File: config.mk
export PLATFORM = sky130hd
export DESIGN_NAME = windowed_event_rate_meter_flat
export DESIGN_NICKNAME = d
export VERILOG_FILES = /design/src/design/werm_pkg.sv /design/src/design/werm_ifs.sv /design/src/design/werm_ram.sv /design/src/design/werm_div.sv /design/src/design/windowed_event_rate_meter.sv /design/src/flat_wrapper.sv
export SDC_FILE = /design/constraint.sdc
export NUM_CORES = 2
export LEC_CHECK = 0
export BUFFER_PORTS_ARGS = -buffer_cell sky130_fd_sc_hd__buf_2
export CAP_MARGIN = 20
export CELL_PAD_IN_SITES_DETAIL_PLACEMENT = 1
export CELL_PAD_IN_SITES_GLOBAL_PLACEMENT = 1
export CORE_UTILIZATION = 30
export CTS_CLUSTER_SIZE = 30
export DETAILED_ROUTE_END_ITERATION = 10
export MAX_ROUTING_LAYER = met4
export PLACE_DENSITY_LB_ADDON = 0.1
export SYNTH_ARGS = -nofsm -noshare
export SYNTH_HDL_FRONTEND = slang
export SYNTH_SLANG_ARGS = --single-unit
File: constraint.sdc
create_clock -name clk -period 11.68 [get_ports clk]
set_input_delay 2.336 -clock clk [delete_from_list [all_inputs] [get_ports clk]]
set_output_delay 2.336 -clock clk [all_outputs]
set_load 0.05 [all_outputs]
File: src/design/werm_pkg.sv
// ----------------------------------------------------------------------------
// werm_pkg - shared types and constants of the windowed event rate meter
// Field widths, register indexes, command codes and parameter defaults.
// ----------------------------------------------------------------------------
package werm_pkg;

  localparam int HISTORY_DEPTH_DEF = 64;
  localparam int COUNT_WIDTH_DEF   = 16;

  localparam int TIME_W      = 32;
  localparam int INTERVAL_W  = 16;
  localparam int WL_W        = 7;
  localparam int RATE_W      = 16;
  localparam int CFG_INDEX_W = 1;
  localparam int CFG_DATA_W  = 16;

  localparam logic [WL_W-1:0]       WL_RESET       = WL_W'(8);
  localparam logic [INTERVAL_W-1:0] INTERVAL_RESET = INTERVAL_W'(1000);

  typedef enum logic [CFG_INDEX_W-1:0] {
    REG_WINDOW_LENGTH = 1'b0,
    REG_INTERVAL_MS   = 1'b1
  } cfg_reg_t;

  typedef enum logic {
    CMD_EVENT   = 1'b0,
    CMD_RESTART = 1'b1
  } command_t;

endpackage

File: src/design/werm_ifs.sv
// ----------------------------------------------------------------------------
// werm_ifs - handshake channels of the windowed event rate meter
// Input word, result word and configuration write channels.
// ----------------------------------------------------------------------------
interface werm_item_if;
  import werm_pkg::*;
  logic              valid;
  logic              ready;
  logic              command;
  logic [TIME_W-1:0] now_ms;
  modport source (output valid, command, now_ms, input ready);
  modport sink   (input valid, command, now_ms, output ready);
endinterface

interface werm_result_if;
  import werm_pkg::*;
  logic              valid;
  logic              ready;
  logic [RATE_W-1:0] average_rate;
  logic              window_closed;
  modport source (output valid, average_rate, window_closed, input ready);
  modport sink   (input valid, average_rate, window_closed, output ready);
endinterface

interface werm_cfg_if;
  import werm_pkg::*;
  logic                   valid;
  logic                   ready;
  logic [CFG_INDEX_W-1:0] index;
  logic [CFG_DATA_W-1:0]  data;
  modport source (output valid, index, data, input ready);
  modport sink   (input valid, index, data, output ready);
endinterface

File: src/design/werm_ram.sv
// ----------------------------------------------------------------------------
// werm_ram - generic single-write, single-read synchronous RAM
// One write port and one read port with registered read data.
// ----------------------------------------------------------------------------
module werm_ram #(
  parameter int WIDTH = 16,
  parameter int DEPTH = 64
) (
  input  logic                     clk,
  input  logic                     we,
  input  logic [$clog2(DEPTH)-1:0] waddr,
  input  logic [WIDTH-1:0]         wdata,
  input  logic                     re,
  input  logic [$clog2(DEPTH)-1:0] raddr,
  output logic [WIDTH-1:0]         rdata
);

  logic [WIDTH-1:0] mem [DEPTH];

  always_ff @(posedge clk) begin
    if (we) begin
      mem[waddr] <= wdata;
    end
    if (re) begin
      rdata <= mem[raddr];
    end
  end

endmodule

File: src/design/werm_div.sv
// ----------------------------------------------------------------------------
// werm_div - iterative restoring divider
// One quotient bit per cycle; done is high for a single cycle, registered together with the last bit.
// ----------------------------------------------------------------------------
module werm_div #(
  parameter int DIVD_W = 23,
  parameter int DIVS_W = 7
) (
  input  logic              clk,
  input  logic              rst,
  input  logic              start,
  input  logic [DIVD_W-1:0] dividend,
  input  logic [DIVS_W-1:0] divisor,
  output logic              done,
  output logic [DIVD_W-1:0] quotient
);

  localparam int CNT_W = $clog2(DIVD_W + 1);

  logic              busy;
  logic [CNT_W-1:0]  cnt;
  logic [DIVD_W-1:0] quo;
  logic [DIVS_W-1:0] rem;
  logic [DIVS_W-1:0] dvs;
  logic [DIVS_W:0]   rem_sh;
  logic [DIVS_W:0]   rem_sub;
  logic              ge;

  always_comb begin
    rem_sh  = {rem, quo[DIVD_W-1]};
    rem_sub = rem_sh - {1'b0, dvs};
    ge      = (rem_sh >= {1'b0, dvs});
  end

  always_ff @(posedge clk) begin
    if (rst) begin
      busy <= 1'b0;
      done <= 1'b0;
      cnt  <= '0;
    end else begin
      done <= 1'b0;
      if (start) begin
        quo  <= dividend;
        rem  <= '0;
        dvs  <= divisor;
        cnt  <= CNT_W'(DIVD_W);
        busy <= 1'b1;
      end else if (busy) begin
        // shift in one quotient bit, restore when the trial subtract fails
        quo <= {quo[DIVD_W-2:0], ge};
        rem <= ge ? rem_sub[DIVS_W-1:0] : rem_sh[DIVS_W-1:0];
        cnt <= cnt - CNT_W'(1);
        if (cnt == CNT_W'(1)) begin
          busy <= 1'b0;
          done <= 1'b1;
        end
      end
    end
  end

  assign quotient = quo;

  a_start_idle: assert property (@(posedge clk) disable iff (rst) start |-> !busy)
    else $error("divider started while busy");
  a_done_after_busy: assert property (@(posedge clk) disable iff (rst)
    done |-> (!busy && $past(busy)))
    else $error("divider done without a finished run");
  a_busy_count: assert property (@(posedge clk) disable iff (rst) busy |-> (cnt != '0))
    else $error("divider busy with an exhausted count");

endmodule

File: src/design/windowed_event_rate_meter.sv
// ----------------------------------------------------------------------------
// windowed_event_rate_meter - moving average of events per interval
// Counts events per interval, keeps closed interval counts in a history
// RAM and reports the rounded mean over the configured window.
//
//   channel  role    payload
//   item     sink    command, now_ms
//   result   source  average_rate, window_closed
//   cfg      sink    index, data (always ready)
//
// An event word passes from accept through S_CALC, S_START, the bit-serial
// divide of the window total in S_DIV, and S_DONE into the result register.
// A restart word sweeps the ring RAM to zero one entry per cycle, then
// replies. After reset the same sweep runs before the first word is accepted.
// A stalled result is held in the output register; the next word is taken
// meanwhile and waits finished until the register frees.
// ----------------------------------------------------------------------------
module windowed_event_rate_meter #(
  parameter int HISTORY_DEPTH = werm_pkg::HISTORY_DEPTH_DEF,
  parameter int COUNT_WIDTH   = werm_pkg::COUNT_WIDTH_DEF
) (
  input  logic        clk,
  input  logic        rst,
  werm_item_if.sink   item,
  werm_result_if.source result,
  werm_cfg_if.sink    cfg
);

  import werm_pkg::*;

  localparam int SLOT_W  = $clog2(HISTORY_DEPTH);
  localparam int TOTAL_W = COUNT_WIDTH + SLOT_W;
  localparam int DIVD_W  = TOTAL_W + 1;
  localparam int QX_W    = DIVD_W + RATE_W;
  localparam logic [COUNT_WIDTH-1:0] COUNT_MAX = '1;

  typedef enum logic [2:0] {
    S_CLEAR,
    S_IDLE,
    S_CALC,
    S_START,
    S_DIV,
    S_DONE
  } state_t;

  state_t                 state;
  logic                   clr_reply;
  logic [SLOT_W-1:0]      clr_addr;
  logic [WL_W-1:0]        window_length;
  logic [INTERVAL_W-1:0]  interval_ms;
  logic [TIME_W-1:0]      interval_start;
  logic [TIME_W-1:0]      next_deadline;
  logic [COUNT_WIDTH-1:0] current_count;
  logic [TOTAL_W-1:0]     window_total;
  logic [SLOT_W-1:0]      slot_index;
  logic [TIME_W-1:0]      now_q;
  logic                   closed_q;
  logic [RATE_W-1:0]      rate_q;

  logic                   accept;
  logic [WL_W-1:0]        eff_len;
  logic [TIME_W-1:0]      elapsed;
  logic                   close;
  logic [TIME_W-1:0]      twice_iv;
  logic [TIME_W-1:0]      deadline_next;
  logic [SLOT_W-1:0]      slot_next;
  logic [TOTAL_W-1:0]     total_next;
  logic [COUNT_WIDTH-1:0] count_inc;

  logic                   ram_we;
  logic [SLOT_W-1:0]      ram_waddr;
  logic [COUNT_WIDTH-1:0] ram_wdata;
  logic [COUNT_WIDTH-1:0] ram_rdata;

  logic                   div_start;
  logic                   div_done;
  logic [DIVD_W-1:0]      div_dividend;
  logic [DIVD_W-1:0]      div_quotient;
  logic [QX_W-1:0]        quo_ext;

  assign accept     = item.valid && item.ready;
  assign item.ready = (state == S_IDLE);
  assign cfg.ready  = 1'b1;

  always_comb begin
    if (window_length == '0) begin
      eff_len = WL_W'(1);
    end else if (TIME_W'(window_length) > TIME_W'(HISTORY_DEPTH)) begin
      eff_len = WL_W'(HISTORY_DEPTH);
    end else begin
      eff_len = window_length;
    end
  end

  always_comb begin
    elapsed  = now_q - interval_start;
    close    = (elapsed >= next_deadline);
    twice_iv = TIME_W'({interval_ms, 1'b0});
    // overrun shortens the next interval, floor at zero
    if (elapsed > twice_iv) begin
      deadline_next = '0;
    end else begin
      deadline_next = twice_iv - elapsed;
    end
    if (TIME_W'(slot_index) + TIME_W'(1) >= TIME_W'(eff_len)) begin
      slot_next = '0;
    end else begin
      slot_next = slot_index + SLOT_W'(1);
    end
    total_next = window_total - TOTAL_W'(ram_rdata) + TOTAL_W'(current_count);
    count_inc  = (current_count < COUNT_MAX) ? current_count + COUNT_WIDTH'(1)
                                             : current_count;
  end

  always_comb begin
    ram_we    = (state == S_CLEAR) || ((state == S_CALC) && close);
    ram_waddr = (state == S_CLEAR) ? clr_addr : slot_index;
    ram_wdata = (state == S_CLEAR) ? '0 : current_count;
  end

  werm_ram #(
    .WIDTH (COUNT_WIDTH),
    .DEPTH (HISTORY_DEPTH)
  ) u_ring (
    .clk   (clk),
    .we    (ram_we),
    .waddr (ram_waddr),
    .wdata (ram_wdata),
    .re    (accept),
    .raddr (slot_index),
    .rdata (ram_rdata)
  );

  assign div_start    = (state == S_START);
  assign div_dividend = DIVD_W'(window_total) + DIVD_W'(eff_len >> 1);

  werm_div #(
    .DIVD_W (DIVD_W),
    .DIVS_W (WL_W)
  ) u_div (
    .clk      (clk),
    .rst      (rst),
    .start    (div_start),
    .dividend (div_dividend),
    .divisor  (eff_len),
    .done     (div_done),
    .quotient (div_quotient)
  );

  assign quo_ext = QX_W'(div_quotient);

  always_ff @(posedge clk) begin
    if (rst) begin
      state          <= S_CLEAR;
      clr_reply      <= 1'b0;
      clr_addr       <= '0;
      window_length  <= WL_RESET;
      interval_ms    <= INTERVAL_RESET;
      interval_start <= '0;
      next_deadline  <= '0;
      current_count  <= '0;
      window_total   <= '0;
      slot_index     <= '0;
      result.valid   <= 1'b0;
    end else begin
      if (cfg.valid) begin
        case (cfg_reg_t'(cfg.index))
          REG_WINDOW_LENGTH: window_length <= cfg.data[WL_W-1:0];
          REG_INTERVAL_MS:   interval_ms   <= cfg.data[INTERVAL_W-1:0];
          default: ;
        endcase
      end
      if (result.valid && result.ready && (state != S_DONE)) begin
        result.valid <= 1'b0;
      end
      case (state)
        S_CLEAR: begin
          if (clr_addr == SLOT_W'(HISTORY_DEPTH - 1)) begin
            clr_addr <= '0;
            state    <= clr_reply ? S_DONE : S_IDLE;
          end else begin
            clr_addr <= clr_addr + SLOT_W'(1);
          end
        end
        S_IDLE: begin
          if (accept) begin
            now_q <= item.now_ms;
            if (command_t'(item.command) == CMD_RESTART) begin
              interval_start <= item.now_ms;
              next_deadline  <= TIME_W'(interval_ms);
              current_count  <= '0;
              window_total   <= '0;
              closed_q       <= 1'b0;
              rate_q         <= '0;
              clr_reply      <= 1'b1;
              state          <= S_CLEAR;
            end else begin
              state <= S_CALC;
            end
          end
        end
        S_CALC: begin
          // ring entry at slot_index is on ram_rdata now
          if (close) begin
            window_total   <= total_next;
            current_count  <= COUNT_WIDTH'(1);
            slot_index     <= slot_next;
            interval_start <= now_q;
            next_deadline  <= deadline_next;
            closed_q       <= 1'b1;
          end else begin
            current_count <= count_inc;
            closed_q      <= 1'b0;
          end
          state <= S_START;
        end
        S_START: begin
          state <= S_DIV;
        end
        S_DIV: begin
          if (div_done) begin
            rate_q <= (quo_ext > QX_W'(16'hFFFF)) ? '1 : quo_ext[RATE_W-1:0];
            state  <= S_DONE;
          end
        end
        S_DONE: begin
          // hold until the output register is free
          if (!result.valid || result.ready) begin
            result.valid         <= 1'b1;
            result.average_rate  <= rate_q;
            result.window_closed <= closed_q;
            state                <= S_IDLE;
          end
        end
        default: state <= S_IDLE;
      endcase
    end
  end

  a_ram_write_state: assert property (@(posedge clk) disable iff (rst)
    ram_we |-> ((state == S_CALC) || (state == S_CLEAR)))
    else $error("ring written outside update or sweep");
  a_accept_moves: assert property (@(posedge clk) disable iff (rst)
    accept |=> ((state == S_CALC) || (state == S_CLEAR)))
    else $error("accepted word not taken into processing");
  a_div_done_state: assert property (@(posedge clk) disable iff (rst)
    div_done |-> (state == S_DIV))
    else $error("divide finished outside the wait state");

endmodule

File: src/flat_wrapper.sv
// flat-port wrapper written by rule: the top's interface ports become plain ports
module windowed_event_rate_meter_flat import werm_pkg::*;
#(
  parameter int HISTORY_DEPTH = werm_pkg::HISTORY_DEPTH_DEF,
  parameter int COUNT_WIDTH   = werm_pkg::COUNT_WIDTH_DEF
)
  (clk, rst, item_valid, item_command, item_now_ms, item_ready, result_valid, result_average_rate, result_window_closed, result_ready, cfg_valid, cfg_index, cfg_data, cfg_ready);
  werm_item_if item_i ();
  werm_result_if result_i ();
  werm_cfg_if cfg_i ();
  input  logic clk;
  input  logic rst;
  input wire logic [$bits(item_i.valid)-1:0] item_valid;
  input wire logic [$bits(item_i.command)-1:0] item_command;
  input wire logic [$bits(item_i.now_ms)-1:0] item_now_ms;
  output wire logic [$bits(item_i.ready)-1:0] item_ready;
  output wire logic [$bits(result_i.valid)-1:0] result_valid;
  output wire logic [$bits(result_i.average_rate)-1:0] result_average_rate;
  output wire logic [$bits(result_i.window_closed)-1:0] result_window_closed;
  input wire logic [$bits(result_i.ready)-1:0] result_ready;
  input wire logic [$bits(cfg_i.valid)-1:0] cfg_valid;
  input wire logic [$bits(cfg_i.index)-1:0] cfg_index;
  input wire logic [$bits(cfg_i.data)-1:0] cfg_data;
  output wire logic [$bits(cfg_i.ready)-1:0] cfg_ready;
  assign item_i.valid = item_valid;
  assign item_i.command = item_command;
  assign item_i.now_ms = item_now_ms;
  assign item_ready = item_i.ready;
  assign result_valid = result_i.valid;
  assign result_average_rate = result_i.average_rate;
  assign result_window_closed = result_i.window_closed;
  assign result_i.ready = result_ready;
  assign cfg_i.valid = cfg_valid;
  assign cfg_i.index = cfg_index;
  assign cfg_i.data = cfg_data;
  assign cfg_ready = cfg_i.ready;
  windowed_event_rate_meter #(.HISTORY_DEPTH(HISTORY_DEPTH), .COUNT_WIDTH(COUNT_WIDTH)) u_core (.clk(clk), .rst(rst), .item(item_i), .result(result_i), .cfg(cfg_i));
endmodule
# Word-level counts from Yosys, hierarchy flattened
# Memories as Yosys holds them, arrays and structs flattened. A register that Yosys moved wholly into a read port is not among the register bits.
# Index checks and enable logic that the tools add are counted.
# W data, S select, Z words.
[op_classes]
add_sub_neg = 11
magnitude_cmp = 7
eq_ne = 15
mux = 53
bitwise = 3
n_reduce_logical = 27
[ops]
columns = ["operator", "n"]
rows = [
  ["$mux W32", 7],
  ["$pmux W32 S2", 2],
  ["$mux W16", 7],
  ["$mux W22", 3],
  ["$pmux W16 S2", 2],
  ["$mux W23", 2],
  ["$pmux W22 S2", 1],
  ["$ge A32 B32 Y1", 1],
  ["$ge A32 B7 Y1", 1],
  ["$gt A32 B17 Y1", 1],
  ["$sub A17 B32 Y32", 1],
  ["$sub A32 B32 Y32", 1],
  ["$mux W7", 4],
  ["$add A22 B6 Y23", 1],
  ["$gt A23 B16 Y1 const B", 1],
  ["$add A22 B16 Y22", 1],
  ["$sub A22 B16 Y22", 1],
  ["$mux W6", 3],
  ["$pmux W3 S6", 1],
  ["$add A16 B1 Y16 const B", 1],
  ["$lt A16 B16 Y1 const B", 1],
  ["$reduce_and A4 Y1", 4],
  ["$mux W3", 5],
  ["$add A6 B1 Y6 const B", 2],
  ["other kinds (30)", 62],
]
[totals]
regBits = 252
ramBits = 1024
inputBits = 55
out_inout_bits = 20
wordCells = 140
mem_count = 1
[mem_list]
columns = ["memory", "depth", "width", "read_ports", "rd_clocked_by_memory_dff", "wr", "line_no", "source"]
rows = [
  ["u_core.u_ring.mem", 64, 16, 1, 1, 1, "werm_ram.sv:18", "logic [WIDTH-1:0] mem [DEPTH];"],
]

# Logic depth before layout (Yosys ltp)
[depth]
ltp_word = 6
ltp_mapped = 25

# By module
# Synthesis repeated with hierarchy kept, for this count alone.
[unflattened]
cells_unflattened = 3723
area_unflattened_um2 = 56511.7
[by_module_without_submodules]
columns = ["mod", "n_inst", "cells_per_inst", "area_per_inst_um2", "seq_area_each_um2"]
rows = [
  ["werm_ram", 1, 1829, 40202.3, 31230.0],
  ["windowed_event_rate_meter", 1, 1721, 14072.2, 4824.6],
  ["werm_div", 1, 173, 2237.1, 1251.2],
]

# Least setup slack after synthesis
# OpenSTA, ideal clock, no wires.
[synth_path]
kind = "reg2reg"
startpoint = "register u_core.now_q[0]"
endpoint = "memory u_core.u_ring.mem[10][0] (enable)"
arrival_time_ps = 4873
t_required_ps = 11292
slack_ps = 6418
stages_incl_launch_ff = 24
synth_period_minus_slack_ps = 5262
cell_sequence = "edfxtp_1 inv_1 ha_1 inv_1 fa_1 a211o_1 a221o_1 a21oi_1 o21ai_0 a21o_1 a21o_1 xor2_1 ha_1 a21o_1 a21o_1 a211oi_1 o21ai_0 o2111ai_1 o211a_1 nand2b_1 clkbuf_1 o22ai_1 nand2_1 nor2_1"
[synth_via]
elab_chain_cells = 6
[synth_lines]
columns = ["element", "line_no", "source"]
rows = [
  ["start: declaration", "windowed_event_rate_meter.sv:56", "logic [TIME_W-1:0] now_q;"],
  ["start signal: assignment", "windowed_event_rate_meter.sv:187", "now_q <= item.now_ms;"],
  ["$sub A32 B32 Y32", "windowed_event_rate_meter.sv:96", "elapsed = now_q - interval_start;"],
  ["$ge A32 B32 Y1", "windowed_event_rate_meter.sv:97", "close = (elapsed >= next_deadline);"],
  ["$logic_and A1 B1 Y1", "windowed_event_rate_meter.sv:116", "ram_we = (state == S_CLEAR) || ((state == S_CALC) && close);"],
  ["$logic_or A1 B1 Y1", "windowed_event_rate_meter.sv:116", ""],
  ["$mux W1", "werm_ram.sv:21", "if (we) begin"],
  ["$mux W1 (not written as such)", "werm_ram.sv:22", "mem[waddr] <= wdata;"],
  ["end: declaration", "werm_ram.sv:18", ""],
]
# Every way passes these cells.

# Worst setup path in the final report
[layout_path]
startpoint = "register u_core.now_q[0]"
endpoint = "memory u_core.u_ring.mem[57][1] (enable)"
# The elaborated chain is that of the path after synthesis.

==> summary by stage <==
Floorplanning
The starting density of the core is 30.29%. Measured along the y axis, the die boundary spans 432.6 µm. In this run the standard cell core region covers 0.1837 mm². Measured along the x axis, the die boundary spans 432.6 µm. The I/O pin count is 75. The die footprint is 0.1871 mm². The floorplan row count is 157.

Logic synthesis
After synthesis the netlist holds a flip-flop and latch count of 1292. The library cell with the highest instance count after synthesis is edfxtp_1. The number of flops mapped to enable cells by yosys is 1143. For this run, the leading register cell type out of synthesis is edfxtp_1. The distinct cell type count after synthesis is 75.

The share of the Yosys chip area taken by registers is 67.07%. In the post-synthesis netlist, the biggest area contributors are edfxtp_1, mux4_2, dfxtp_1. The gate count of the mapped netlist is 3406. Ranked by instance count, the synthesized netlist is headed by edfxtp_1, mux4_2, nand2_1. Summed over all instances, the cell type with the most area after synthesis is edfxtp_1. For this run, the number of Yosys warnings is 0. The synthesized netlist occupies a cell area of 0.05563 mm².

In the synthesized netlist the async set-or-reset flop fraction comes to 0%. The number of nets in the synthesized netlist is 3612. The proportion of netlist area held by the largest area contributor is 61.70%. A synthesized cell averages 16.33 µm².

Clock tree
TritonCTS built the clock tree. The tree is rooted in a clkbuf_16. The clock passes through at most 3 buffers. After clock tree synthesis, the flow added hold-fix buffers numbering 0. In this run the post-CTS setup repair buffer count came out at 0. Clock-pin slew was measured on the worst setup and hold paths at 0.06 ns. The count of instances resized after the clock tree is built is 0.

For the worst-skew pair, the clock arrives at the later sink with an insertion delay of 0.80 ns. The H-tree depth is 4. The CTS buffer count is 149. The count of clock tree sinks is 1292.

Drt
In the final routing, the length of wire on met1 measures 73820 µm. The via density per instance is 4.987. After detailed routing, the average wire length per cell comes to 26.31 µm.

For this block, the initial DRC count from the detailed router was 2236. The routed layout has 30700 vias. Summed over all layers, the routed wires come to 162000 µm. The topmost layer with routed signal wires is met4.

The count of nets left with antenna violations once routing finished came out at 0. The total length of routed met2 wires is 78630 µm. The pre-antenna-repair detailed-routing pass consisted of 7 iterations. The met3 routed wirelength is 6552 µm. For this run, design rule violations remaining after detail routing come to 0.

Setup path
For this design, the slowest cell found on the critical path is nor2_2. The startpoint identified for the worst register-to-register timing path is u_core.now_q[0]. Walking the worst path, the cells encountered are inv_1, ha_1, inv_1, fa_1, a211o_1, a221o_1, a211oi_2, o21ai_2, a311o_1, and2_1, ha_1, nand4_1, nor2_1, o21ai_0, o211a_1, nand2b_2, buf_4, inv_2, a22o_1, nand2_1, nor2_2. The number of buffers and inverters on the critical path is 4. STA classifies the critical path startpoint as a flop. The critical path depth in cells is 21. The largest delay contributor family on the critical path is compound AO/OA/AOI/OAI gates. The nature of the critical path endpoint is a flop. Tracing the worst setup path back leads to its startpoint at u_core.now_q[0]. The slack of the worst reg-to-reg path is 4.51 ns.

Along the worst path, the maximum fanout reaches 39. For the worst setup path, the data arrival time is 7.57 ns. The most critical setup path has its endpoint at u_core.u_ring.mem[57][1]. The endpoint of the worst-slack reg-to-reg timing path is u_core.u_ring.mem[57][1]. The largest single stage delay on the critical path is 0.91 ns. The length in cells of the worst reg-to-reg path is 21. The critical path data required time is 12.08 ns.

The kind of critical path is reg2reg.

STA
Setup violations remaining at the end of the flow were counted as 0. The total count of hold-check failures in the final report is 0. The final max-slew violation count was 0. The part of the cycle the worst path needs is 61.41%. At the pin with the least slew margin, the transition time is 1.093 ns. For the final database, setup skew stands at 0.05032 ns.

The smallest hold slack is 0.3953 ns. The highest achievable clock rate is 139.4 MHz. The worst slew margin relative to its limit is 27.16%. Setup repair after global routing left no endpoint under its margin. Setup total negative slack on the finished layout was measured at 0 ns. The worst path in the final design needs a cycle of 7.173 ns, including I/O delays and setup.

Layout
The design area is 0.06438 mm². The fill cell total of the finished layout is 18570. The number of nets at the end of the flow is 3775. The fraction of final layout cells sized beyond drive strength 1 is 21.66%. From synthesis to final layout, the design area changed by 15.74%.

GRT
For this run the aggregate overflow at the end of global routing stands at 0. The number of global-route vias before repair was 32930. The initial antenna violation count is 17. Global routing used 17.94% of the available tracks.

The largest net degree at the start of global routing is 105. The first global-routing pass estimated 236600 µm of wire.

Pwr
The total power after layout is 9771 µW. In this run the power density over the cells is 151.8 mW/mm². IR analysis of the VDD net gives a maximum drop of 104.8 µV. Summed over all cells, the static leakage comes to 0.02228 µW.

Outcome
The run finished with clean final reports.

Worst hold path
The class of the worst hold path is reg2reg.

Run
Max-cap violations in this run came to 0.

Placement
The weighted congestion at the end of routability-driven global placement is 0.8301. Port buffering added 73 buffers. The HPWL after detailed placement is 108300 µm. The placed instances occupy a cell area of 0.05946 mm².
## worst min-delay path by stage
stage	cells after the start	slack (ns)	end	start
floorplan	0	0.40	u_core.result.average_rate[0]	u_core.rate_q[0]
global placement	0	0.41	u_core.result.window_closed	u_core.closed_q
detailed placement	0	0.41	u_core.result.average_rate[13]	u_core.rate_q[13]
finish	0	0.40	u_core.result.average_rate[4]	u_core.rate_q[4]
CTS	0	0.40	u_core.result.average_rate[4]	u_core.rate_q[4]
global route	0	0.40	u_core.result.average_rate[4]	u_core.rate_q[4]
## flip-flops by register name, indices dropped and copies added, names as in the netlist, 6 cells and up
| signal | count |
|---|---|
| u_core.slot_index | 6 |
| u_core.u_div.dvs | 7 |
| u_core.now_q | 32 |
| u_core.result.average_rate | 16 |
| u_core.u_div.rem | 7 |
| u_core.window_length | 7 |
| u_core.current_count | 16 |
| u_core.u_div.quotient | 23 |
| u_core.interval_start | 32 |
| u_core.next_deadline | 32 |
| u_core.window_total | 22 |
| u_core.u_ring.mem | 1024 |
| u_core.rate_q | 16 |
| u_core.interval_ms | 16 |
| u_core.clr_addr | 6 |
| u_core.u_ring.rdata | 16 |
## area by class of cell
| class | instances | area, µm² | area share (%) |
|---|---|---|---|
| diodes | 8 | 20.02 | 0.03109 |
| clock buffers | 193 | 3971 | 6.168 |
| clock inverters | 74 | 879.6 | 1.366 |
| inverters | 185 | 694.4 | 1.079 |
| multi-input cells | 1762 | 17170 | 26.67 |
| flip-flops and latches | 1292 | 37320 | 57.97 |
| well taps | 2464 | 3083 | 4.789 |
| repair buffers | 179 | 1241 | 1.928 |
## stage by stage
stage	worst slack [ns]	std cells	utilization [%]
after floorplan	6.418	3406	-
after global placement	4.473	5878	32.36
after detailed placement	4.401	5880	32.38
after CTS	4.376	6147	35.02
after global routing	3.961	6154	35.05
final	4.507	6157	35.05
## per-layer routing
layer | track usage [%] | up-vias
li1 | - | 13620
met1 | 23.89 | 16330
met2 | 28.86 | 577
met3 | 2.820 | 178
met4 | 4.029 | 0
met5 | - | -
## cell families after synthesis
kind of cell    synth area share [%]
simple gates                   5.581
other cells                 0.006741
flops                          67.07
mux                            13.90
xor+xnor                       1.669
compound gates                 5.707
buf+inv                        2.407
fa+ha+maj                      3.666
## power breakdown
group          total, µW  internal (µW)  switching (µW)
logic                147           50.4            96.6
clock network       4630           2690            1940
registers           4990           4980            10.8
## layout by cell type (no fill, tap or decap), types with 14 or more instances in the layout
cell / instances
a311oi_1: 44
nand2_1: 233
and3_1: 14
buf_2: 72
mux4_2: 336
xor2_1: 43
dfxtp_1: 145
o22ai_2: 15
nor2_4: 17
a21oi_1: 126
inv_1: 184
a21o_1: 48
o21bai_1: 16
nand3_1: 52
clkbuf_16: 149
buf_4: 102
nand2b_1: 18
o21a_1: 30
nand3b_1: 17
xnor2_1: 63
ha_1: 131
edfxtp_1: 1143
nand4_1: 21
fa_1: 20
clkinv_1: 25
o21ai_0: 74
nor2_1: 201
nor3_1: 38
a31oi_1: 19
clkbuf_1: 35
clkinv_2: 17
(Power assumes the default switching activity.)
